$ cat config.mk
export PLATFORM = sky130hd
export DESIGN_NAME = rle_sprite_blitter_top
export DESIGN_NICKNAME = d
export VERILOG_FILES = /design/src/design/rsb_pkg.sv /design/src/design/rsb_parser.sv /design/src/design/rle_sprite_blitter_top.sv
export SDC_FILE = /design/constraint.sdc
export NUM_CORES = 1
export LEC_CHECK = 0
export BUFFER_PORTS_ARGS = -buffer_cell sky130_fd_sc_hd__buf_2
export CORE_MARGIN = 8
export CORE_UTILIZATION = 50
export CTS_BUF_LIST = sky130_fd_sc_hd__clkbuf_8
export CTS_CLUSTER_DIAMETER = 60
export DETAILED_ROUTE_END_ITERATION = 10
export PLACE_DENSITY = 0.7
export SYNTH_ARGS = -nofsm -noshare
export SYNTH_HDL_FRONTEND = slang
export SYNTH_SLANG_ARGS = --single-unit
$ cat constraint.sdc
create_clock -name i_clk -period 4.29 [get_ports i_clk]
set_input_delay 0.2145 -clock i_clk [delete_from_list [all_inputs] [get_ports i_clk]]
set_output_delay 0.2145 -clock i_clk [all_outputs]
set_load 0.005 [all_outputs]
$ cat src/design/rsb_pkg.sv
`timescale 1ns / 1ps

package rsb_pkg;

    localparam int DEF_ROW_STRIDE = 640;
    localparam int DEF_ADDR_BITS  = 20;

    localparam int BYTE_W   = 8;
    localparam int WORD_W   = 16;
    localparam int LEN_W    = 12;
    localparam int ORIGIN_W = 17;
    localparam int COORD_W  = 10;

    localparam int CFG_IDX_W  = 2;
    localparam int CFG_DATA_W = 10;

    localparam logic [CFG_IDX_W-1:0] CFG_BASE_ROW    = 2'd0;
    localparam logic [CFG_IDX_W-1:0] CFG_BASE_COL    = 2'd1;
    localparam logic [CFG_IDX_W-1:0] CFG_TRANSPARENT = 2'd2;

    typedef enum logic [3:0] {
        PH_IDLE,
        PH_HDR_HI,
        PH_ROW_LO,
        PH_ROW_HI,
        PH_COL_LO,
        PH_COL_HI,
        PH_WID_LO,
        PH_WID_HI,
        PH_HGT_LO,
        PH_HGT_HI,
        PH_RAW,
        PH_CTRL_LO,
        PH_CTRL_HI,
        PH_LIT
    } t_phase;

    typedef struct packed {
        logic valid;
        logic write_en;
        logic done;
    } t_res_flags;

endpackage

$ cat src/design/rsb_parser.sv
`timescale 1ns / 1ps

module rsb_parser
    import rsb_pkg::*;
#(
    parameter int ROW_STRIDE = DEF_ROW_STRIDE,
    parameter int ADDR_BITS  = DEF_ADDR_BITS
) (
    input  logic                 i_clk,
    input  logic                 i_rst_n,
    input  logic                 i_step,
    input  logic [BYTE_W-1:0]    i_record_byte,
    input  logic                 i_record_start,
    input  logic [COORD_W-1:0]   i_base_row,
    input  logic [COORD_W-1:0]   i_base_col,
    input  logic                 i_transparent,
    output t_res_flags           o_flags,
    output logic [ADDR_BITS-1:0] o_address,
    output logic [BYTE_W-1:0]    o_pixel,
    output logic [LEN_W-1:0]     o_length
);

    localparam int STRIDE_W = $clog2(ROW_STRIDE + 1);
    localparam int PROD_W   = ORIGIN_W + STRIDE_W;
    localparam int SUM_W    = PROD_W + 1;
    localparam int WIDE_W   = (SUM_W > ADDR_BITS) ? SUM_W : ADDR_BITS;

    t_phase                r_phase, n_phase;
    logic [BYTE_W-1:0]     r_low, n_low;
    logic [1:0]            r_flags, n_flags;
    logic [ORIGIN_W-1:0]   r_row_origin, n_row_origin;
    logic [ORIGIN_W-1:0]   r_col_origin, n_col_origin;
    logic [WORD_W-1:0]     r_width, n_width;
    logic [WORD_W-1:0]     r_rows_left, n_rows_left;
    logic [WORD_W-1:0]     r_cols_left, n_cols_left;
    logic [LEN_W-1:0]      r_run_left, n_run_left;
    logic                  r_run_ends_row, n_run_ends_row;
    logic [ADDR_BITS-1:0]  r_row_addr, n_row_addr;
    logic [ADDR_BITS-1:0]  r_cur, n_cur;

    logic [WORD_W-1:0]     w_word;
    logic [LEN_W-1:0]      w_count;
    logic                  w_ends;
    logic                  w_fill_bit;
    logic                  w_row_end;
    logic                  w_last_row;
    logic [PROD_W-1:0]     w_prod;
    logic [WIDE_W-1:0]     w_origin_sum;
    logic [ADDR_BITS-1:0]  w_origin_addr;
    logic [ADDR_BITS-1:0]  w_next_row;
    logic                  w_write;
    logic                  w_done;
    logic [BYTE_W-1:0]     w_pix;
    logic [LEN_W-1:0]      w_len;

    assign w_word     = {i_record_byte, r_low};
    assign w_count    = w_word[LEN_W-1:0];
    assign w_ends     = w_word[14];
    assign w_fill_bit = w_word[15];
    assign w_last_row = (r_rows_left == WORD_W'(1));

    // start address of the first row: origin row times stride plus origin column
    assign w_prod        = PROD_W'(r_row_origin) * PROD_W'(ROW_STRIDE);
    assign w_origin_sum  = WIDE_W'(w_prod) + WIDE_W'(r_col_origin);
    assign w_origin_addr = w_origin_sum[ADDR_BITS-1:0];
    assign w_next_row    = r_row_addr + ADDR_BITS'(ROW_STRIDE);

    // this beat closes the current row
    assign w_row_end =
        ((r_phase == PH_RAW) && (r_cols_left == WORD_W'(1))) ||
        ((r_phase == PH_CTRL_HI) && w_ends && (w_fill_bit || (w_count == '0))) ||
        ((r_phase == PH_LIT) && (r_run_left == LEN_W'(1)) && r_run_ends_row);

    // next state
    always_comb begin
        n_phase        = r_phase;
        n_low          = r_low;
        n_flags        = r_flags;
        n_row_origin   = r_row_origin;
        n_col_origin   = r_col_origin;
        n_width        = r_width;
        n_rows_left    = r_rows_left;
        n_cols_left    = r_cols_left;
        n_run_left     = r_run_left;
        n_run_ends_row = r_run_ends_row;
        n_row_addr     = r_row_addr;
        n_cur          = r_cur;
        if (i_step) begin
            if (i_record_start) begin
                n_flags = i_record_byte[1:0];
                n_phase = PH_HDR_HI;
            end else begin
                unique case (r_phase)
                    PH_IDLE: begin
                        n_phase = PH_IDLE;
                    end
                    PH_HDR_HI: begin
                        n_row_origin = ORIGIN_W'(i_base_row);
                        n_col_origin = ORIGIN_W'(i_base_col);
                        n_phase      = r_flags[1] ? PH_ROW_LO : PH_WID_LO;
                    end
                    PH_ROW_LO: begin
                        n_low   = i_record_byte;
                        n_phase = PH_ROW_HI;
                    end
                    PH_COL_LO: begin
                        n_low   = i_record_byte;
                        n_phase = PH_COL_HI;
                    end
                    PH_WID_LO: begin
                        n_low   = i_record_byte;
                        n_phase = PH_WID_HI;
                    end
                    PH_HGT_LO: begin
                        n_low   = i_record_byte;
                        n_phase = PH_HGT_HI;
                    end
                    PH_CTRL_LO: begin
                        n_low   = i_record_byte;
                        n_phase = PH_CTRL_HI;
                    end
                    PH_ROW_HI: begin
                        n_row_origin = r_row_origin + ORIGIN_W'(w_word);
                        n_phase      = PH_COL_LO;
                    end
                    PH_COL_HI: begin
                        n_col_origin = r_col_origin + ORIGIN_W'(w_word);
                        n_phase      = PH_WID_LO;
                    end
                    PH_WID_HI: begin
                        n_width = w_word;
                        n_phase = PH_HGT_LO;
                    end
                    PH_HGT_HI: begin
                        n_rows_left = w_word;
                        if ((r_width == '0) || (w_word == '0)) begin
                            n_phase = PH_IDLE;
                        end else begin
                            n_row_addr  = w_origin_addr;
                            n_cur       = w_origin_addr;
                            n_cols_left = r_width;
                            n_phase     = r_flags[0] ? PH_CTRL_LO : PH_RAW;
                        end
                    end
                    PH_RAW: begin
                        n_cur       = r_cur + ADDR_BITS'(1);
                        n_cols_left = r_cols_left - WORD_W'(1);
                    end
                    PH_CTRL_HI: begin
                        if (!w_fill_bit && (w_count != '0)) begin
                            n_run_left     = w_count;
                            n_run_ends_row = w_ends;
                            n_phase        = PH_LIT;
                        end else begin
                            n_cur   = r_cur + ADDR_BITS'(w_count);
                            n_phase = PH_CTRL_LO;
                        end
                    end
                    PH_LIT: begin
                        n_cur      = r_cur + ADDR_BITS'(1);
                        n_run_left = r_run_left - LEN_W'(1);
                        if (r_run_left == LEN_W'(1)) begin
                            n_phase = PH_CTRL_LO;
                        end
                    end
                    default: begin
                        n_phase = PH_IDLE;
                    end
                endcase
                if (w_row_end) begin
                    n_row_addr  = w_next_row;
                    n_cur       = w_next_row;
                    n_rows_left = r_rows_left - WORD_W'(1);
                    if (w_last_row) begin
                        n_phase = PH_IDLE;
                    end else begin
                        n_cols_left = r_width;
                        n_phase     = r_flags[0] ? PH_CTRL_LO : PH_RAW;
                    end
                end
            end
        end
    end

    // result of the beat now at the input
    always_comb begin
        w_write = 1'b0;
        w_done  = 1'b0;
        w_pix   = '0;
        w_len   = '0;
        if (!i_record_start) begin
            unique case (r_phase)
                PH_HGT_HI: begin
                    w_done = (r_width == '0) || (w_word == '0);
                end
                PH_RAW: begin
                    w_write = !(i_transparent && (i_record_byte == '0));
                    w_pix   = i_record_byte;
                    w_len   = LEN_W'(1);
                end
                PH_CTRL_HI: begin
                    // opaque fill run, zero-length runs draw nothing
                    w_write = w_fill_bit && !i_transparent && (w_count != '0);
                    w_len   = w_count;
                end
                PH_LIT: begin
                    w_write = 1'b1;
                    w_pix   = i_record_byte;
                    w_len   = LEN_W'(1);
                end
                default: begin
                    w_write = 1'b0;
                end
            endcase
            if (w_row_end && w_last_row) begin
                w_done = 1'b1;
            end
        end
    end

    assign o_flags.valid    = w_write || w_done;
    assign o_flags.write_en = w_write;
    assign o_flags.done     = w_done;
    assign o_address        = w_write ? r_cur : '0;
    assign o_pixel          = w_write ? w_pix : '0;
    assign o_length         = w_write ? w_len : '0;

    always_ff @(posedge i_clk) begin
        if (!i_rst_n) begin
            r_phase <= PH_IDLE;
        end else begin
            r_phase <= n_phase;
        end
    end

    always_ff @(posedge i_clk) begin
        r_low          <= n_low;
        r_flags        <= n_flags;
        r_row_origin   <= n_row_origin;
        r_col_origin   <= n_col_origin;
        r_width        <= n_width;
        r_rows_left    <= n_rows_left;
        r_cols_left    <= n_cols_left;
        r_run_left     <= n_run_left;
        r_run_ends_row <= n_run_ends_row;
        r_row_addr     <= n_row_addr;
        r_cur          <= n_cur;
    end

endmodule

$ cat src/design/rle_sprite_blitter_top.sv
`timescale 1ns / 1ps

// run-length sprite blitter: takes one record byte per beat and emits at most one
// framebuffer write per byte, a run of run_length bytes at write_address. a new byte
// is taken every cycle while the output register is empty or being drained, so the
// sustained rate is one beat per cycle; a result appears in the cycle after its byte,
// held in the output register until taken. the parse state advances on every
// accepted byte, and the only multiply (origin row times stride) happens on the
// height byte. the user must write registers only while no sprite is in flight; the block does not check.
module rle_sprite_blitter_top
    import rsb_pkg::*;
#(
    parameter int ROW_STRIDE = DEF_ROW_STRIDE,
    parameter int ADDR_BITS  = DEF_ADDR_BITS
) (
    input  logic                  i_clk,
    input  logic                  i_rst_n,
    input  logic                  i_cfg_we,
    input  logic [CFG_IDX_W-1:0]  i_cfg_index,
    input  logic [CFG_DATA_W-1:0] i_cfg_data,
    input  logic                  i_in_valid,
    output logic                  o_in_ready,
    input  logic [BYTE_W-1:0]     i_record_byte,
    input  logic                  i_record_start,
    output logic                  o_out_valid,
    input  logic                  i_out_ready,
    output logic [ADDR_BITS-1:0]  o_write_address,
    output logic [BYTE_W-1:0]     o_pixel_value,
    output logic [LEN_W-1:0]      o_run_length,
    output logic                  o_write_enable,
    output logic                  o_image_done
);

    logic [COORD_W-1:0]   r_base_row;
    logic [COORD_W-1:0]   r_base_col;
    logic                 r_transparent;
    logic                 r_out_valid;
    logic [ADDR_BITS-1:0] r_address;
    logic [BYTE_W-1:0]    r_pixel;
    logic [LEN_W-1:0]     r_length;
    logic                 r_write_en;
    logic                 r_done;

    logic                 w_step;
    t_res_flags           w_flags;
    logic [ADDR_BITS-1:0] w_address;
    logic [BYTE_W-1:0]    w_pixel;
    logic [LEN_W-1:0]     w_length;

    assign o_in_ready = !r_out_valid || i_out_ready;
    assign w_step     = i_in_valid && o_in_ready;

    always_ff @(posedge i_clk) begin
        if (!i_rst_n) begin
            r_base_row    <= '0;
            r_base_col    <= '0;
            r_transparent <= 1'b0;
        end else if (i_cfg_we) begin
            unique case (i_cfg_index)
                CFG_BASE_ROW:    r_base_row    <= i_cfg_data[COORD_W-1:0];
                CFG_BASE_COL:    r_base_col    <= i_cfg_data[COORD_W-1:0];
                CFG_TRANSPARENT: r_transparent <= i_cfg_data[0];
                default: begin
                    r_transparent <= r_transparent;
                end
            endcase
        end
    end

    rsb_parser #(
        .ROW_STRIDE (ROW_STRIDE),
        .ADDR_BITS  (ADDR_BITS)
    ) u_parser (
        .i_clk          (i_clk),
        .i_rst_n        (i_rst_n),
        .i_step         (w_step),
        .i_record_byte  (i_record_byte),
        .i_record_start (i_record_start),
        .i_base_row     (r_base_row),
        .i_base_col     (r_base_col),
        .i_transparent  (r_transparent),
        .o_flags        (w_flags),
        .o_address      (w_address),
        .o_pixel        (w_pixel),
        .o_length       (w_length)
    );

    // output register, refilled in the same cycle it drains
    always_ff @(posedge i_clk) begin
        if (!i_rst_n) begin
            r_out_valid <= 1'b0;
        end else if (w_step && w_flags.valid) begin
            r_out_valid <= 1'b1;
        end else if (i_out_ready) begin
            r_out_valid <= 1'b0;
        end
    end

    always_ff @(posedge i_clk) begin
        if (w_step && w_flags.valid) begin
            r_address  <= w_address;
            r_pixel    <= w_pixel;
            r_length   <= w_length;
            r_write_en <= w_flags.write_en;
            r_done     <= w_flags.done;
        end
    end

    assign o_out_valid     = r_out_valid;
    assign o_write_address = r_address;
    assign o_pixel_value   = r_pixel;
    assign o_run_length    = r_length;
    assign o_write_enable  = r_write_en;
    assign o_image_done    = r_done;

endmodule

==> impl_results.md, run 1 <==
* Crit path largest cell delay at 0.63 ns
* Initial antenna violation count at 0
* Pre-antenna DRT Iters at 5
* Post-Synthesis Cells at 1227
* Internal reg-to-reg setup slack at 0.44 ns
* CP startpoint: u_parser.r_phase[2]
* Post-synthesis simple-gate area fraction at 0.191
* # port buffers at 69
* CTS sink count at 209
* Worst r2r path cells at 13
* Setup ws final at 0.442 ns
* Post-synth EDFFs at 183
* Sequential share of the synthesized area at 0.487
* #FFs+latches synth at 209
* Max Clk Rate at 0.260 GHz
* Die Y at 173 um
* Ports at 70
* Max FO, Critical Path at 17
* Syn avg cell area at 10.1 um2
* Critical Path Sink Type: register
* Commonest non-fill, non-tap cell in the layout: edfxtp_1
* Worst path slowest cell: dfxtp_1
* Endpoints failing hold at 0
* Adder-Cell Fraction of Synth Area at 0.0850
* Remaining DRCs at 0
* CTS Buf Count at 37
* Total track usage at 0.196
* Total power at 4.47 mW
* Clock root buffer: clkbuf_8
* Post-route ant nets at 0
* Final number of max-transition violations at 0
* Routed WL at 30.3 mm
* Core Rows at 57
* Number of global-route vias before repair at 9101
* Via count at 9568
* Finished Core Util at 0.577
* # H-tree levels at 2
* Ant diodes at 0
* Die X-Extent at 173 um
* Yosys warning total at 0
* Cell Area, Synth at 12400 um2
* Type of the tightest min-delay check: primary input to register
* Cell taking the most area after synthesis: edfxtp_1
* Routability cong. at 0.912
* Maximum clock insertion buffer count at 3
* Crit path to: u_parser.r_cur[14]
* Post-Route Setup TNS at 0 ns
* Post-Synthesis Net Count at 1334
* Tmin final at 3.85 ns
* Post-DP HPWL at 21.7 mm
* Outcome: finished clean
* Commonest cells after routing, fill and taps aside: edfxtp_1 (183), nand2_1 (142), nor2_1 (114)
* Synth Area in Compound Gates at 0.130
* Hold_ws at 0.0762 ns
* Average vias per placed instance at 5.70
* Synth unique cells at 67
* Top-area cell type share of the netlist area at 0.445
* CTS tree: yes
* First-pass GRT wire length at 48.0 mm
* FILL cells at 2108
* RSZ-0062 raised after global routing: false
* Final period util at 0.897
* Worst reg2reg endpoint: u_parser.r_cur[14]
* Main combinational cell family by area after synthesis: simple AND/OR/NAND/NOR gates
* CTS resizes at 0
* Clk pin slew, worst setup/hold paths at 0.06 ns
* Worst-margin pin slew at 1.26 ns
* Critical Path AT at 4.09 ns
* # Max-Cap Violations at 0
* Worst clock skew at 0.0215 ns
* Overflow after GRT at 0
* Startpoint Class: register
* Core Area at 24300 um2
* Reg-to-reg startpoint: u_parser.r_phase[2]
* Leakage at 5.24 nW
* Die Area at 30000 um2
* Max transition margin at 0.153
* Initial drt markers at 874
* Drt wl/cell at 18.1 um
* Peak VDD IR at 0.182 mV
* XOR/XNOR share of the synthesized area at 0.0631
* Endpoint required time on the critical path at 4.53 ns
* Synth area leaders: edfxtp_1 (44%), ha_1 (7.7%), nand2_1 (4.3%)
* Clk_lat worst skew at 0.53 ns
* Largest net degree at the start of global routing at 43
* Critical path type: register to register
* Finish-stage setup viols at 0
* Primary FF master, synth: edfxtp_1
* Power per Cell Area at 319 nW/um2
* Mux cell area share after synthesis at 0.0204
* Final nets at 1432
* Crit path cell chain: and4b_1, or3_1, ha_1, inv_1, fa_1, nor2b_1, o31a_1, o41a_1, a31oi_1, a21oi_1, nand3_1, xor2_1, o221ai_1
* Post-place setup slack at 0.537 ns
* Starting Density at 0.508
* Area growth from synthesis to layout at 13.5%
* Share of post-route cells with drive strength above 1 at 0.120
* Asr flop ratio synth at 0
==> worst max-delay path: cells and delay by family (launching register included) <==
kind,cells,cell delay (ns)
fa+ha+maj,2,0.56
flops,1,0.63
buf+inv,1,0.06
xor+xnor,1,0.19
compound gates,5,1.02
simple gates,4,1.12
==> worst min path at each step <==
stage / from / endpoint / slack (ns) / depth (start not counted)
2_1_floorplan: i_record_byte[0] / u_parser.r_flags[0] / 0.31 / 0
6_report: i_record_byte[0] / u_parser.r_width[8] / 0.08 / 1
5_1_grt: i_record_byte[0] / u_parser.r_width[8] / 0.06 / 1
3_5_place_dp: i_cfg_data[2] / r_base_col[2] / 0.47 / 3
4_1_cts: i_record_byte[0] / u_parser.r_width[8] / 0.05 / 1
3_3_place_gp: i_cfg_data[2] / r_base_col[2] / 0.46 / 3
==> per-stage QoR <==
step / cell area (um2) / std cells
2_1_floorplan: 12400 / 1227
3_3_place_gp: 13100 / 1599
3_5_place_dp: 13100 / 1599
4_1_cts: 14000 / 1678
5_1_grt: 14000 / 1678
6_report: 14000 / 1678
==> Yosys cell counts (4+ instances only) <==
| cell | n |
|---|---|
| nor3_1 | 38 |
| a221oi_1 | 4 |
| dfxtp_1 | 26 |
| o21ai_0 | 99 |
| nor2b_1 | 17 |
| or2_2 | 4 |
| fa_1 | 5 |
| a31oi_1 | 8 |
| ha_1 | 76 |
| nor4_1 | 22 |
| nand2b_1 | 14 |
| mux2i_1 | 23 |
| or3_1 | 10 |
| o21a_1 | 11 |
| buf_2 | 7 |
| nor3b_1 | 6 |
| nor2_1 | 115 |
| clkbuf_1 | 34 |
| inv_1 | 32 |
| nand4_1 | 4 |
| a21o_1 | 8 |
| a22oi_1 | 6 |
| nand2_1 | 142 |
| xnor2_1 | 53 |
| xor2_1 | 36 |
| and2_1 | 38 |
| o31ai_1 | 6 |
| a21oi_1 | 72 |
| nand3_1 | 31 |
| edfxtp_1 | 183 |
| a211oi_1 | 8 |
| and3_1 | 28 |
| o211ai_1 | 5 |
| nand3b_1 | 6 |
==> what timing repair did <==
| item | in CTS | in global routing |
|---|---|---|
| hold buffers | 11 | 0 |
| setup buffers | 0 | 0 |
| endpoints found under the hold margin | 22 | 0 |
==> flip-flops by register name, summed over array words and instances (netlist names), 12 cells and up <==
name and cells:
u_parser.r_run_left 12, u_parser.r_rows_left 16, u_parser.r_col_origin 17, u_parser.r_row_origin 13, o_run_length 12, o_write_address 20, u_parser.r_cur 20, u_parser.r_cols_left 16
u_parser.r_width 16, u_parser.r_row_addr 20
==> per-layer routing <==
metal  global-route usage  up-vias  routed length (um)
met5                    0        -                   0
met4               0.0654        0                 743
met3               0.0529       51                2770
met2                0.296      378               13000
met1                0.270     4452               13800
li1                     -     4687                   -
==> logic make-up after synthesis <==
family | after synthesis
muxes | 25
adders and majority gates | 81
DFF | 209
xor gates and xnor gates | 89
AOI/OAI and AO/OA | 261
and+or+nand+nor | 486
buffers and inverters | 76
==> where the power goes <==
part / internal, mW / leakage (nW) / switching, mW
Clock: 1.10 / 0.443 / 0.819
Sequential: 2.22 / 1.82 / 0.0219
Combinational: 0.129 / 2.97 / 0.180
==> area by class of cell <==
| class | instances | area [um2] | share of cell area |
|---|---|---|---|
| clock inverter | 25 | 181 | 0.0129 |
| multi-input combinational | 942 | 6090 | 0.434 |
| clock buffer | 43 | 592 | 0.0422 |
| timing repair buffer | 102 | 621 | 0.0442 |
| tap | 324 | 405 | 0.0289 |
| sequential | 209 | 6020 | 0.429 |
| inverter | 33 | 124 | 0.00883 |
Note: power is estimated with default switching activity, not from simulation.
==> run 2: changes to the inputs <==
--- a/config.mk
+++ b/config.mk
@@ -6,12 +6,13 @@
 export NUM_CORES = 1
 export LEC_CHECK = 0
 export BUFFER_PORTS_ARGS = -buffer_cell sky130_fd_sc_hd__buf_2
+export CORE_ASPECT_RATIO = 1.2
 export CORE_MARGIN = 8
 export CORE_UTILIZATION = 50
 export CTS_BUF_LIST = sky130_fd_sc_hd__clkbuf_8
 export CTS_CLUSTER_DIAMETER = 60
 export DETAILED_ROUTE_END_ITERATION = 10
-export PLACE_DENSITY = 0.7
+export PLACE_DENSITY_LB_ADDON = 0.1
 export SYNTH_ARGS = -nofsm -noshare
 export SYNTH_HDL_FRONTEND = slang
 export SYNTH_SLANG_ARGS = --single-unit
==> constraint.sdc (replaced) <==
create_clock -name i_clk -period 3.7 [get_ports i_clk]
set_input_delay 0.185 -clock i_clk [delete_from_list [all_inputs] [get_ports i_clk]]
set_output_delay 0.185 -clock i_clk [all_outputs]
set_load 0.005 [all_outputs]
==> run 2 against run 1 <==
Critical path depth rose by 1. Register-to-register slack got worse by 0.21 ns. Sequential share of layout area fell by 0.12 points. Routed wire length rose by 5.1%. Critical endpoint is now u_parser.r_cur[18]. First-iteration DRC count fell by 26%. Count of clock-buffer cells in the layout fell by 4. Fmax rose by 11%.
==> impl_results.md, run 2 (same netlist as run 1, synthesis figures left out) <==
* Post-place setup slack at 0.175 ns (-0.362 ns)
* Drt wl/cell at 18.8 um (+4.3%)
* Via count at 9547 (-0.22%)
* Number of global-route vias before repair at 9218 (+1.3%)
* Buf+Inv Stages, Crit Path at 1 (unchanged)
* Post-DP HPWL at 22.9 mm (+5.7%)
* Core Rows at 63 (+11%)
* Overflow after GRT at 0 (unchanged)
* Die Y at 188 um (+8.7%)
* Power per Cell Area at 355 nW/um2 (+11%)
* # port buffers at 69 (unchanged)
* Worst path top cell family by delay: compound AO/OA/AOI/OAI gates
* Crit path largest cell delay at 0.45 ns (-0.18 ns)
* Remaining DRCs at 0 (unchanged)
* Die X-Extent at 160 um (-7.9%)
* Ant diodes at 0 (unchanged)
* Peak VDD IR at 0.301 mV (+65%)
* Initial antenna violation count at 0 (unchanged)
* Total power at 4.99 mW (+12%)
* Crit path cell chain: nand2b_1, nor3_1, or3_1, ha_1, inv_1, fa_1, nor2b_1, o31a_1, o41a_1, a31oi_1, a21oi_2, a2111o_1, nand3_1, nor2_1
* Starting Density at 0.504 (-0.00405)
* RSZ-0062 raised after global routing: false
* Largest net degree at the start of global routing at 43 (unchanged)
* Clk pin slew, worst setup/hold paths at 0.07 ns (about the same)
* Final period util at 0.936 (+0.0392)
* Area growth from synthesis to layout at 13.9%
* Die Area at 30000 um2 (about the same)
* Startpoint Class: register
* Sw power at 1.21 mW (+19%)
* Postcts setup bufs at 0 (unchanged)
* Endpoint required time on the critical path at 3.98 ns (-0.55 ns)
* Share of post-route cells with drive strength above 1 at 0.130 (+0.00992)
* Design area at 14100 um2 (+0.31%)
* Ports at 70 (unchanged)
* Critical Path Sink Type: register
* CTS sink count at 209 (unchanged)
* Comb pwr share at 0.075 (+0.006)
* Total track usage at 0.210 (+0.0133)
* Clock root buffer: clkbuf_8
* Worst path slowest cell: dfxtp_1
* Commonest cells after routing, fill and taps aside: edfxtp_1 (183), nand2_1 (142), nor2_1 (114)
* Clk_lat worst skew at 0.54 ns (about the same)
* Pre-antenna DRT Iters at 6 (+1)
* Max FO, Critical Path at 9 (-8)
* Critical path type: register to register
* Worst clock skew at 0.0167 ns (-0.00480 ns)
* Max Clk Rate at 0.289 GHz (+11%)
* Switching fraction of total power at 0.242 (+0.0140)
* # H-tree levels at 2 (unchanged)
* Tmin final at 3.46 ns (-0.384 ns)
* Outcome: finished clean
* Finish-stage setup viols at 0 (unchanged)
* Reg power frac at 0.521 (+0.019)
* Routability cong. at 0.894 (-2.0%)
* Post-Route Setup TNS at 0 ns (unchanged)
* Final number of max-transition violations at 0 (unchanged)
* Placement-stage cell area at 13300 um2 (+0.90%)
* Endpoints failing hold at 0 (unchanged)
* Max transition margin at 0.300 (+0.147)
* # Max-Cap Violations at 0 (unchanged)
* CTS Buf Count at 37 (unchanged)
* Core Area at 24500 um2 (+0.80%)
* Post-route ant nets at 0 (unchanged)
* Clk pwr share at 0.404 (-0.024)
* Average vias per placed instance at 5.65 (-0.99%)
* Commonest non-fill, non-tap cell in the layout: edfxtp_1
* Final nets at 1446 (+0.98%)
* Critical Path AT at 3.75 ns (-0.34 ns)
* Initial drt markers at 651 (-26%)
* Routed WL at 31.9 mm (+5.1%)
* Type of the tightest min-delay check: primary input to register
* CTS tree: yes
* Internal power at 3.78 mW (+9.7%)
* Leakage at 5.25 nW (+0.27%)
* Worst-margin pin slew at 1.05 ns (-0.214 ns)
* Setup ws final at 0.236 ns (-0.206 ns)
* Maximum clock insertion buffer count at 3 (unchanged)
* First-pass GRT wire length at 50.1 mm (+4.4%)
[run 2: cell types whose count changed in the layout (fill, tap and decap cells not counted), moves of 2 or more]
cell	before	now
clkbuf_8	43	39
clkinvlp_4	1	4
bufinv_16	3	1
clkinv_1	5	8
buf_4	22	35
inv_1	45	42
[run 2: power by group through the flow]
stage	logic, mW	clock network [mW]	registers (mW)
finish	0.373	2.02	2.60
global route	0.414	2.16	2.60
CTS	0.371	2.07	2.60
detailed placement	0.360	0	2.65
global placement	0.354	0	2.65
floorplan	0.243	0	2.64
[run 2: cell type report]
| class | count | area (um2) |
|---|---|---|
| Clock inverter | 27 | 149 |
| Timing Repair Buffer | 116 | 738 |
| Multi-Input combinational cell | 942 | 6100 |
| Clock buffer | 39 | 537 |
| Fill cell | 2156 | 10400 |
| Sequential cell | 209 | 6020 |
| Tap cell | 325 | 407 |
| Inverter | 33 | 124 |
[run 2: repair_timing]
item	4_1_cts	5_1_grt
endpoints found under the hold margin	22	0
resized for setup	0	4
endpoints found under the setup margin	0	3
hold buffers	11	0
[run 2: final timing paths]
kind,start,endpoint,slack (ns),depth (start not counted)
max,u_parser.r_phase[2],u_parser.r_cur[18],0.24,14
min reg2reg,r_base_row[7],r_base_row[7],0.50,2
min,i_cfg_we,r_transparent,0.05,4
max reg2reg,u_parser.r_phase[2],u_parser.r_cur[18],0.24,14
[run 2: metal layers]
layer  share of wire  global-route usage
met5               0                   0
met4           0.041              0.0934
met3           0.061              0.0421
met2            0.45               0.328
met1            0.45               0.277
[run 2: worst min-delay path, stage by stage]
cell and delay [ns]:
buf_2 0.11, nand3b_1 0.09, mux2i_1 0.08, nor2_1 0.07
[run 2: per-stage QoR]
stage / cells / utilization / hold slack, ns
after floorplan: 1227 / - / 0.284
after global placement: 1614 / 0.541 / 0.435
after detailed placement: 1614 / 0.541 / 0.445
after CTS: 1691 / 0.574 / 0.0129
after global routing: 1691 / 0.574 / 0.0385
final: 1691 / 0.574 / 0.0453
